**src/rtl/fsq_pkg.sv**
```systemverilog
// Shared types and constants of the packet fragmenter
package fsq_pkg;

  localparam int unsigned PREFIX_BYTES = 4;
  localparam logic [15:0] MIN_PAYLOAD = 16'd5;
  localparam logic [15:0] RESET_PAYLOAD = 16'd508;
  localparam int unsigned BEAT_W = 3;
  localparam logic [BEAT_W-1:0] LAST_BEAT = BEAT_W'(PREFIX_BYTES);

  // One accepted input transaction
  typedef struct packed {
    logic [7:0]  data_byte;
    logic [31:0] message_length;
    logic        first_byte;
  } in_item_t;

  // One decided run of results for the emitter
  typedef struct packed {
    logic [7:0]  data_byte;
    logic [31:0] length;
    logic [31:0] sequence_num;
    logic        fragmented;
    logic        packet_end;
    logic        prefix;
  } work_t;

endpackage

```
**src/rtl/fsq_input_reg.sv**
```systemverilog
// Input register that holds one accepted transaction until the core takes it
module fsq_input_reg (
  input  logic             clk,
  input  logic             rst,
  input  logic             in_valid,
  output logic             in_ready,
  input  logic [7:0]       data_byte,
  input  logic [31:0]      message_length,
  input  logic             first_byte,
  input  logic             pop,
  output logic             full,
  output fsq_pkg::in_item_t item
);
  import fsq_pkg::*;

  // Take a new transaction when empty or when the held one leaves now
  assign in_ready = !full || pop;

  // Track occupancy
  always_ff @(posedge clk) begin
    if (rst) begin
      full <= 1'b0;
    end else if (in_valid && in_ready) begin
      full <= 1'b1;
    end else if (pop) begin
      full <= 1'b0;
    end
  end

  // Capture the payload
  always_ff @(posedge clk) begin
    if (in_valid && in_ready) begin
      item.data_byte      <= data_byte;
      item.message_length <= message_length;
      item.first_byte     <= first_byte;
    end
  end

endmodule

```
**src/rtl/fsq_seq_core.sv**
```systemverilog
// Fragmentation state, sequence counter and per-byte decision logic
module fsq_seq_core (
  input  logic              clk,
  input  logic              rst,
  input  logic              cfg_wr_en,
  input  logic [15:0]       cfg_wr_data,
  input  logic              full,
  input  fsq_pkg::in_item_t item,
  output logic              pop,
  input  logic              work_free,
  output logic              work_load,
  output fsq_pkg::work_t    work_entry
);
  import fsq_pkg::*;

  logic [15:0] payload_len;
  logic [31:0] sequence_counter;
  logic [31:0] message_bytes_left;
  logic [15:0] packet_bytes_left;
  logic        in_fragmented_message;

  logic [31:0] sequence_counter_next;
  logic [31:0] message_bytes_left_next;
  logic [15:0] packet_bytes_left_next;
  logic        in_fragmented_message_next;

  logic [15:0] p;
  logic [31:0] len0;
  logic        too_long;
  logic        ignore;
  logic [15:0] pkt_new;

  // Clamp the payload register to the smallest usable packet
  assign p = (payload_len < MIN_PAYLOAD) ? MIN_PAYLOAD : payload_len;
  assign len0 = (item.message_length == 32'd0) ? 32'd1 : item.message_length;
  assign too_long = len0 > {16'd0, p};
  assign ignore = !item.first_byte && (message_bytes_left == 32'd0);
  assign pkt_new = (message_bytes_left < {16'd0, p}) ? message_bytes_left[15:0] : p;

  // Drop ignored bytes at once; move others when the emitter frees up
  assign pop = full && (ignore || work_free);
  assign work_load = full && !ignore && work_free;

  // Decide the next state for the held byte
  always_comb begin
    sequence_counter_next      = sequence_counter;
    in_fragmented_message_next = in_fragmented_message;
    message_bytes_left_next    = message_bytes_left - 32'd1;
    packet_bytes_left_next     = packet_bytes_left - 16'd1;
    if (item.first_byte) begin
      sequence_counter_next   = sequence_counter + 32'd1;
      message_bytes_left_next = len0 - 32'd1;
      if (too_long) begin
        in_fragmented_message_next = 1'b1;
        packet_bytes_left_next     = p - 16'(PREFIX_BYTES) - 16'd1;
      end else begin
        in_fragmented_message_next = 1'b0;
        packet_bytes_left_next     = len0[15:0] - 16'd1;
      end
    end else if (packet_bytes_left == 16'd0) begin
      sequence_counter_next  = sequence_counter + 32'd1;
      packet_bytes_left_next = pkt_new - 16'd1;
    end
  end

  // Build the run handed to the emitter
  always_comb begin
    work_entry.data_byte    = item.data_byte;
    work_entry.length       = len0;
    work_entry.sequence_num = sequence_counter_next;
    work_entry.fragmented   = in_fragmented_message_next;
    work_entry.packet_end   = (packet_bytes_left_next == 16'd0);
    work_entry.prefix       = item.first_byte && too_long;
  end

  // Hold the configuration register
  always_ff @(posedge clk) begin
    if (rst) begin
      payload_len <= RESET_PAYLOAD;
    end else if (cfg_wr_en) begin
      payload_len <= cfg_wr_data;
    end
  end

  // Advance the state when a byte is handed to the emitter
  always_ff @(posedge clk) begin
    if (rst) begin
      sequence_counter      <= '1;
      message_bytes_left    <= '0;
      packet_bytes_left     <= '0;
      in_fragmented_message <= 1'b0;
    end else if (work_load) begin
      sequence_counter      <= sequence_counter_next;
      message_bytes_left    <= message_bytes_left_next;
      packet_bytes_left     <= packet_bytes_left_next;
      in_fragmented_message <= in_fragmented_message_next;
    end
  end

endmodule

```
**src/rtl/fsq_emitter.sv**
```systemverilog
// Result register that plays out the length prefix and the data byte
module fsq_emitter (
  input  logic           clk,
  input  logic           rst,
  input  logic           work_load,
  input  fsq_pkg::work_t work_entry,
  output logic           work_free,
  output logic           out_valid,
  input  logic           out_ready,
  output logic [7:0]     out_byte,
  output logic [31:0]    packet_sequence,
  output logic           fragmented,
  output logic           packet_end,
  output logic           run_last
);
  import fsq_pkg::*;

  work_t             work;
  logic              work_valid;
  logic [BEAT_W-1:0] beat;
  logic              last;
  logic              done;

  assign last = !work.prefix || (beat == LAST_BEAT);
  assign done = work_valid && out_ready && last;
  assign work_free = !work_valid || done;

  // Hold the run and step through its beats
  always_ff @(posedge clk) begin
    if (rst) begin
      work_valid <= 1'b0;
      beat       <= '0;
    end else if (work_load) begin
      work_valid <= 1'b1;
      beat       <= '0;
    end else if (done) begin
      work_valid <= 1'b0;
    end else if (work_valid && out_ready) begin
      beat <= beat + 1'b1;
    end
  end

  always_ff @(posedge clk) begin
    if (work_load) begin
      work <= work_entry;
    end
  end

  // Select the prefix byte, most significant first, or the data byte
  always_comb begin
    out_byte = work.data_byte;
    if (work.prefix) begin
      case (beat)
        3'd0:    out_byte = work.length[31:24];
        3'd1:    out_byte = work.length[23:16];
        3'd2:    out_byte = work.length[15:8];
        3'd3:    out_byte = work.length[7:0];
        default: out_byte = work.data_byte;
      endcase
    end
  end

  assign out_valid       = work_valid;
  assign packet_sequence = work.sequence_num;
  assign fragmented      = work.fragmented;
  assign packet_end      = last && work.packet_end;
  assign run_last        = last;

endmodule

```
**src/rtl/packet_fragmenter_with_sequence_unit.sv**
```systemverilog
// Top level of the packet fragmenter with sequence numbering
//
// Input channel (in_valid/in_ready) takes one message byte per transaction with
// the total message length and a first-byte flag. Output channel
// (out_valid/out_ready) gives packet payload bytes, each tagged with its packet
// sequence number, a fragmented flag, an end-of-packet mark and run_last on the
// last result of an input byte. A byte passes the input register, then the
// emitter's result register, which shows its first result. Throughput: one byte
// per cycle while out_ready is high; the first byte of a message longer than
// one packet makes five results (four length bytes, then the data) and holds
// the emitter until all are taken. Bytes outside any message are dropped
// without output. The two registers buffer two bytes, so input keeps flowing
// for one byte while the receiver stalls. Reset (rst, synchronous) empties
// both registers, sets the sequence counter to all ones so the first packet
// is zero, and sets the payload length to 508. The user writes the payload
// length register (cfg_wr_en/cfg_wr_data) only while idle; not enforced.
module packet_fragmenter_with_sequence_unit (
  input  logic        clk,
  input  logic        rst,
  input  logic        cfg_wr_en,
  input  logic [15:0] cfg_wr_data,
  input  logic        in_valid,
  output logic        in_ready,
  input  logic [7:0]  data_byte,
  input  logic [31:0] message_length,
  input  logic        first_byte,
  output logic        out_valid,
  input  logic        out_ready,
  output logic [7:0]  out_byte,
  output logic [31:0] packet_sequence,
  output logic        fragmented,
  output logic        packet_end,
  output logic        run_last
);
  import fsq_pkg::*;

  in_item_t item;
  work_t    work_entry;
  logic     full;
  logic     pop;
  logic     work_free;
  logic     work_load;

  fsq_input_reg u_in (
    .clk            (clk),
    .rst            (rst),
    .in_valid       (in_valid),
    .in_ready       (in_ready),
    .data_byte      (data_byte),
    .message_length (message_length),
    .first_byte     (first_byte),
    .pop            (pop),
    .full           (full),
    .item           (item)
  );

  fsq_seq_core u_core (
    .clk         (clk),
    .rst         (rst),
    .cfg_wr_en   (cfg_wr_en),
    .cfg_wr_data (cfg_wr_data),
    .full        (full),
    .item        (item),
    .pop         (pop),
    .work_free   (work_free),
    .work_load   (work_load),
    .work_entry  (work_entry)
  );

  fsq_emitter u_emit (
    .clk             (clk),
    .rst             (rst),
    .work_load       (work_load),
    .work_entry      (work_entry),
    .work_free       (work_free),
    .out_valid       (out_valid),
    .out_ready       (out_ready),
    .out_byte        (out_byte),
    .packet_sequence (packet_sequence),
    .fragmented      (fragmented),
    .packet_end      (packet_end),
    .run_last        (run_last)
  );

endmodule

```
**config.mk**
```make
export PLATFORM = sky130hd
export DESIGN_NAME = packet_fragmenter_with_sequence_unit
export DESIGN_NICKNAME = d
export VERILOG_FILES = /design/src/rtl/fsq_pkg.sv /design/src/rtl/fsq_input_reg.sv /design/src/rtl/fsq_seq_core.sv /design/src/rtl/fsq_emitter.sv /design/src/rtl/packet_fragmenter_with_sequence_unit.sv
export SDC_FILE = /design/constraint.sdc
export NUM_CORES = 1
export LEC_CHECK = 0
export BUFFER_PORTS_ARGS = -buffer_cell sky130_fd_sc_hd__buf_2
export CORE_ASPECT_RATIO = 0.6
export CORE_MARGIN = 8
export CORE_UTILIZATION = 42
export CTS_BUF_LIST = sky130_fd_sc_hd__clkbuf_8
export DETAILED_ROUTE_END_ITERATION = 16
export PLACE_DENSITY = 0.65
export SETUP_SLACK_MARGIN = 0.4
export SLEW_MARGIN = 20
export SYNTH_ARGS = -nofsm -noshare
export SYNTH_HDL_FRONTEND = slang
export SYNTH_SLANG_ARGS = --single-unit
```
**constraint.sdc**
```tcl
create_clock -name clk -period 6.95 [get_ports clk]
set_input_delay 1.39 -clock clk [delete_from_list [all_inputs] [get_ports clk]]
set_output_delay 1.39 -clock clk [all_outputs]
set_load 0.05 [all_outputs]
```
# Word level (Yosys, flattened, before mapping)
# Cells that the tools add are included.
[totals]
register_bits = 218
out_inout_bits = 45
word_cells = 78
in_bits = 62
[op_classes]
n_mux = 17
order_cmp = 3
addsub = 9
bitwise = 1
eq_ne = 4
reduce_logical = 27
[ops]
columns = ["cell", "n"]
rows = [
  ["two-way mux 32 bit", 4],
  ["two-way mux 16 bit", 5],
  ["zero test 32 bit", 2],
  ["subtractor 16 x 1 -> 16 bit, second input constant", 4],
  ["subtractor 32 x 1 -> 32 bit, second input constant", 2],
  ["adder 32 x 1 -> 32 bit, second input constant", 1],
  ["greater-than comparator 32 x 16 -> 1 bit", 1],
  ["zero test 16 bit", 2],
  ["< comparator 32 x 16 -> 1 bit", 1],
  ["one-hot mux 8 bit (4 select lines)", 1],
  ["< comparator 16 x 3 -> 1 bit, second input constant", 1],
  ["subtractor 16 x 3 -> 16 bit, second input constant", 1],
  ["logical AND 1 bit", 9],
  ["two-way mux 8 bit", 1],
  ["equality test 3 x 2 -> 1 bit, second input constant", 2],
  ["two-way mux 1 bit", 6],
  ["zero test 1 bit", 5],
  ["logical OR 1 bit", 4],
  ["nonzero test 2 bit", 2],
  ["adder 3 x 1 -> 3 bit, second input constant", 1],
  ["equality test 3 x 1 -> 1 bit, second input constant", 1],
  ["equality test 3 bit, second input constant", 1],
  ["zero test 3 bit", 1],
  ["AND reduction 2 bit", 1],
  ["2 further kinds", 2],
]

# Depth between registers and ports, before layout
# Gate-level depths: netlist (run 1).
[depth]
depth_word = 9
depth_mapped = 23
mapped_depth_nobuf = 20

# Modules after synthesis
# A second synthesis (run 1) with hierarchy kept.
[hier_totals]
hier_cells = 1350
hier_area_um2 = 12579.6
[by_module_without_submodules]
columns = ["mod", "n_inst", "seq_area_each_um2", "cells_each", "area_each_um2"]
rows = [
  ["fsq_seq_core", 1, 1941.9, 1128, 8250.4],
  ["fsq_emitter", 1, 2332.2, 176, 3042.9],
  ["fsq_input_reg", 1, 1251.2, 46, 1286.2],
]

# Worst setup path after synthesis (run 1)
# No wires, ideal clock.
[synth_path]
path_type = "reg-to-reg"
from = "register u_core.payload_len[4]"
to = "register u_emit.work[1] in the netlist's numbering (data pin)"
path_buffers = 3
period_less_slack_ns = 5.291
stages_incl_launch_ff = 23
slack_ns = 1.659
setup_ns = 0.256
t_required_ns = 6.694
arrival_time_ns = 5.035
path_cell_list = "dfxtp_1 -> buf_6 -> or4_4 -> or4_4 -> o21ai_0 -> ha_1 -> o211ai_1 -> o21ai_0 -> o211a_1 -> buf_2 -> nor3_2 -> clkbuf_1 -> o21ai_0 -> a21oi_1 -> ha_1 -> inv_1 -> a311o_1 -> nor3_1 -> and2_1 -> nand3_1 -> xnor2_1 -> o21ai_0 -> and4_1"
[synth_rtl]
columns = ["element", "line", "rtl"]
rows = [
  ["start, declared", "fsq_seq_core.sv:16", "logic [15:0] payload_len;"],
  ["start signal, assigned", "fsq_seq_core.sv:81", "payload_len <= cfg_wr_data;"],
  ["end signal, assigned", "fsq_emitter.sv:45", "work <= work_entry;"],
  ["end, declared", "fsq_emitter.sv:18", "work_t work;"],
]

==> results.cfg, run 1 <==
[run_status]
run_status = completed

[detailed_routing]
wire_per_inst_um = 20.7
drc = 0
drtPass1Iterations = 6
drt_first_iter_violations = 1184
viasPerCell = 5.80
totalWireLength_um = 37800
num_vias = 10565
postRouteAntennaNets = 0

[grt]
gr-usage-all-layers = 0.208
overflow = 0
grt_pass1_wl_um = 58100
grt_max_degree = 131
antenna_found_initial = 1
grt_pass1_vias = 9827

[critical_path]
cp_slowest_cell = nor4_1
cp_num_buf_inv = 1
path_delay_family = simple AND/OR/NAND/NOR gates
cp-end-kind = flip-flop
cp_data_arrival_time_ns = 6.36
crit_path_start_kind = flip-flop
worstSetupPathType = flip-flop to flip-flop
worstPathCellList = or4_4 -> nor4_1 -> a21oi_1 -> ha_1 -> a21oi_1 -> nand4b_1 -> o211a_1 -> nor3_4 -> o21ai_0 -> a21oi_1 -> ha_1 -> inv_1 -> a311o_1 -> nor3_1 -> and2_1 -> nand3_1 -> xnor2_1 -> o21ai_0 -> and4_1
required_ns = 7.26
cp_common_cell = a21oi_1
crit_fanout = 12
slowest_delay_ns = 0.56

[placement]
port_buffers = 106
dpl_cell_area_um2 = 13000
gp_congestion = 0.988
hpwl_um = 27100
pre_cts_ws_ns = 0.817

[sta]
finalCritPeriodShare = 0.871
hold_viol = 0
slew_viol_final = 0
finClkSkew_ns = 0.0473
setup_slack_ns = 0.899
tns_ns = 0
rsz0062_at_grt = no
fmax_mhz = 165
setup_viol = 0
slew_headroom = 0.267
tightest_slew_ns = 1.10
fin_crit_ns = 6.05

[final_layout]
nets = 1491
multi_input_area_um2 = 6200
area_growth_pct = 9.40
insertedDiodeCount = 0
regArea_um2 = 5530
n_fill_cell = 2878
drive_above_1_share = 0.143
final_cell_area_um2 = 13700

[floorplanning]
core_region_area_um2 = 29600
dieHeight_um = 150
fp-row-count = 49
boundaryPins = 107
start_util = 0.421
die_area_um2 = 35700
die_w_um = 239

[hold_path]
hp-class = flip-flop to flip-flop

[power]
leakagePower_nw = 5.02
internal_power_w = 0.00231
switching_share = 0.346
p_clk_frac = 0.306
seq_power_share = 0.450
combPwrFrac = 0.244
power_density_nw_per_um2 = 259
p_sw_w = 0.00123
ir_drop_mv = 0.121

[logic_synthesis]
synth_nets = 1474
synth_cell_types = 70
async_reset_ff_frac = 0
netlist_instances = 1371
synth_area_leaders = edfxtp_1 (28%), dfxtp_1 (16%), ha_1 (4.1%)
synthFlopType = edfxtp_1
syn-cell-area_um2 = 12500
yosys.area.top_type = edfxtp_1
synth_edf_count = 116
synth.top_cell.area_share = 0.279
yosysWarningCount = 0
yosysSeqAreaShare = 0.443
avgSynthCellArea_um2 = 9.10
synth-seq-cells = 218

[clock_network]
clock_latency_ns = 0.58
clockBufferDepth = 3
root_buffer = clkbuf_8
cts_tree = done
h-tree-depth = 2
cts.sinks = 218
clkTransAtPathRegs_ns = 0.06
postCtsSetupBuffers = 0
cts_inserted_buffers = 36

[job]
drv_cap = 0
[worst register-to-register path: cells and delay by family (launching register included)]
kind | cells | cell delay, ns
AOI/OAI and AO/OA | 7 | 1.84
buffers and inverters | 1 | 0.06
adders and majority gates | 2 | 0.45
and+or+nand+nor | 8 | 2.90
DFF | 1 | 0.37
xor gates and xnor gates | 1 | 0.18
[placed cells by master (no fill, tap or decap), types with 6 or more instances in the layout]
master and n:
a222oi_1 8, clkinv_1 8, edfxtp_1 116, clkbuf_8 37, nor3_1 53, xnor2_1 47, or3_1 15, and3_1 20
nor2_1 126, a211oi_1 16, nand3_1 40, nand2_1 115, nor4_1 18, inv_1 40, a31oi_1 20, ha_1 41
mux2i_1 41, nor3b_1 8, a21oi_1 94, nand4_1 22, clkinv_2 6, buf_4 14, a311oi_1 10, o211ai_1 48
o21ai_0 91, or2_2 11, dfxtp_1 102, buf_2 106, xor2_1 40
[repair_timing]
action,4_1_cts,5_1_grt
endpoints found under the setup margin,0,2
resized for setup,0,1
hold buffers,0,0
[cell usage after synthesis (29+ instances only)]
library cell and n:
xnor2_1 47, mux2i_1 41, dfxtp_1 102, nor2_1 129
buf_4 32, inv_1 29, o21ai_0 91, nand3_1 40
nor3_1 53, ha_1 41, edfxtp_1 116, clkbuf_1 98
a21oi_1 94, nand2_1 115, xor2_1 40, o211ai_1 48
[stage by stage]
step	util	power, W	hold WS (ns)	std cells
finish	0.461	0.00354	0.419	1823
global route	0.461	0.00372	0.429	1823
CTS	0.461	0.00356	0.420	1823
detailed placement	0.438	0.00246	0.405	1758
global placement	0.438	0.00245	0.402	1758
floorplan	-	0.00226	0.400	1371
[power by group through the flow]
stage	clock network (W)	logic, W	registers (W)
detailed placement	0	0.000847	0.00162
CTS	0.00111	0.000852	0.00159
finish	0.00108	0.000863	0.00159
floorplan	0	0.000685	0.00157
global route	0.00117	0.000945	0.00161
global placement	0	0.000842	0.00161
[final timing paths]
| kind | start | to | slack (ns) | cells after the start |
|---|---|---|---|---|
| max | u_core.payload_len[4] | u_emit.work[1] | 0.90 | 19 |
| min | u_in.item[33] | u_emit.work[67] | 0.42 | 0 |
| max reg2reg | u_core.payload_len[4] | u_emit.work[1] | 0.90 | 19 |
| min reg2reg | u_in.item[33] | u_emit.work[67] | 0.42 | 0 |
[logic make-up (layout without fill, tap and decap cells)]
logic type | after synthesis | count (layout) | synth area share
flip-flops | 218 | 218 | 0.443
adder cells (fa/ha/maj) | 41 | 41 | 0.0411
buffers and inverters | 172 | 216 | 0.0622
multiplexers | 46 | 46 | 0.0374
AO/OA/AOI/OAI | 331 | 331 | 0.166
AND/OR/NAND/NOR | 476 | 476 | 0.189
XOR/XNOR | 87 | 87 | 0.0611
[sequential cells by signal (all words and copies together) (netlist names)]
signal	cells
u_emit.beat	3
u_core.payload_len	16
u_in.item	41
u_core.sequence_counter	32
u_core.in_fragmented_message	1
u_emit.fragmented	1
u_core.packet_bytes_left	16
u_core.message_bytes_left	32
u_emit.out_valid	1
u_emit.work	42
u_in.full	1
u_emit.packet_sequence	32
[metal layers]
layer / track usage / share of wire
met4: 0.0502 / 0.018
met3: 0.0570 / 0.099
met1: 0.322 / 0.49
met5: 0 / 0.00032
met2: 0.275 / 0.39
[cell type report]
type,instances,area share
Multi-Input combinational cell,981,0.454
Sequential cell,218,0.405
Timing Repair Buffer,120,0.0466
Tap cell,408,0.0374
Clock buffer,37,0.0373
Clock inverter,28,0.0114
Inverter,31,0.00889
Power figures use the tool's default switching activity.
==> run 2: changes to the inputs <==
CORE_UTILIZATION = 50   (was 42)
CTS_CLUSTER_DIAMETER = 30   (was not set)
PLACE_DENSITY = 0.74   (was 0.65)
clock period = 7.8 ns   (was 6.95 ns; I/O delays follow)
==> run 2 against run 1 <==
Clock skew fell by 0.017 ns. Setup slack improved by 0.55 ns. Flip-flop and latch count unchanged. Critical endpoint unchanged.
==> results.cfg, run 2 (synthesis results as in run 1) <==
[critical_path]
cp_num_buf_inv = 1
rrSetupSlack_ns = 1.45
cp-end-kind = flip-flop
cp_data_arrival_time_ns = 6.64
worstPathCellList = or4_4 -> or4_4 -> o21ai_0 -> ha_1 -> o211ai_1 -> o21ai_0 -> o211a_1 -> nor3_2 -> o21ai_0 -> a21oi_1 -> ha_1 -> inv_1 -> a311o_1 -> nor3_1 -> and2_1 -> nand3_1 -> xnor2_1 -> o21ai_0 -> and4_1
crit_path_start_kind = flip-flop
required_ns = 8.08
path_delay_family = simple AND/OR/NAND/NOR gates
slowest_delay_ns = 0.72
cp_slowest_cell = nor3_2
worstSetupPathType = flip-flop to flip-flop
cp_common_cell = o21ai_0
crit_fanout = 12

[final_layout]
largest-register = u_emit.work
insertedDiodeCount = 0
area_growth_pct = 8.93
n_fill_cell = 2241
final_cell_mix = nor2_1 (126), edfxtp_1 (116), nand2_1 (115)
reg.largest.list = u_emit.work x42, u_in.item x41
final_cells = 1738
layout_commonest_cell = nor2_1
largest_reg_flops = 42
nets = 1490
drive_above_1_share = 0.145

[detailed_routing]
viasPerCell = 6.17
drt_first_iter_violations = 1269
drc = 0
totalWireLength_um = 36700
wire_per_inst_um = 21.1
postRouteAntennaNets = 0
drtPass1Iterations = 5
num_vias = 10715

[floorplanning]
core_region_area_um2 = 24300
fp-row-count = 44
die_area_um2 = 30400
boundaryPins = 107
start_util = 0.513
dieHeight_um = 138
die_w_um = 220

[clock_network]
postCtsSetupBuffers = 0
cts_tree = done
h-tree-depth = 2
cts_inserted_buffers = 37
ctsHoldBuffers = 0
clkTransAtPathRegs_ns = 0.06
cts.sinks = 218
clock_latency_ns = 0.54
clockBufferDepth = 3
root_buffer = clkbuf_8
cts_resized = 0

[sta]
hold_viol = 0
finalCritPeriodShare = 0.814
rsz0062_at_grt = no
slew_viol_final = 0
setup_viol = 0
slew_headroom = 0.323
fin_crit_ns = 6.35
finClkSkew_ns = 0.0299
tns_ns = 0
tightest_slew_ns = 1.01
fmax_mhz = 157

[grt]
grt_max_degree = 129
grt_pass1_wl_um = 57100
antenna_found_initial = 0
overflow = 0
grt_pass1_vias = 10015
gr-usage-all-layers = 0.235

[placement]
gp_congestion = 0.997
port_buffers = 106
placed_cells = 1670
hpwl_um = 26600

[run_status]
run_status = completed

[power]
ir_drop_mv = 0.164
leakagePower_nw = 5.04
power_density_nw_per_um2 = 236

[job]
drv_cap = 0

[hold_path]
hp-class = flip-flop to flip-flop
-- run 2: changes by cell type in the layout (fill, tap and decap cells not counted), sizes merged --
cell	change
clkinvlp	+1
inv	-3
clkbuf	+5
buf	-2
-- run 2: layout make-up --
type	count	area (um2)	area share
clock buffers	42	578	0.0425
clock inverters	26	156	0.0115
inverters	31	121	0.00893
multi-input cells	981	6190	0.455
flip-flops and latches	218	5530	0.406
well taps	322	403	0.0296
repair buffers	118	621	0.0457
-- run 2: through the flow --
stage                     total power (W)  instance area, um2  hold WS (ns)  setup WS, ns   util
after floorplan                   0.00201               12500         0.400          2.51      -
after global placement            0.00218               12900         0.401          1.65  0.528
after detailed placement          0.00219               12900         0.407          1.59  0.528
after CTS                         0.00321               13600         0.424          1.54  0.559
after global routing              0.00335               13600         0.436          1.10  0.559
final                             0.00320               13600         0.427          1.45  0.559
-- run 2: per-layer routing --
layer	vias up	wire (um)	GRT usage
met4	0	829	0.0720
met5	-	0	0
li1	5026	-	-
met2	527	14600	0.307
met3	68	4260	0.0706
met1	5094	17000	0.360
-- run 2: where the power goes --
| part | total (W) | internal, W | switching, W |
|---|---|---|---|
| logic | 0.000770 | 0.000256 | 0.000513 |
| clock network | 0.00102 | 0.000534 | 0.000481 |
| registers | 0.00142 | 0.00132 | 0.0000964 |
-- run 2: worst reg2reg max path, delay by kind of cell, from the launching register on --
| family | cells | cell delay, ns |
|---|---|---|
| xor gates and xnor gates | 1 | 0.18 |
| DFF | 1 | 0.38 |
| and+or+nand+nor | 7 | 2.86 |
| buffers and inverters | 1 | 0.07 |
| AOI/OAI and AO/OA | 8 | 2.10 |
| adders and majority gates | 2 | 0.53 |
-- run 2: path summary, 6_finish.rpt --
kind | startpoint | to | depth (start not counted)
hold / removal | u_in.item[37] | u_emit.work[71] | 0
setup reg to reg | u_core.payload_len[4] | u_emit.work[1] | 19
setup / recovery | u_core.payload_len[4] | u_emit.work[1] | 19
hold reg to reg | u_in.item[37] | u_emit.work[71] | 0
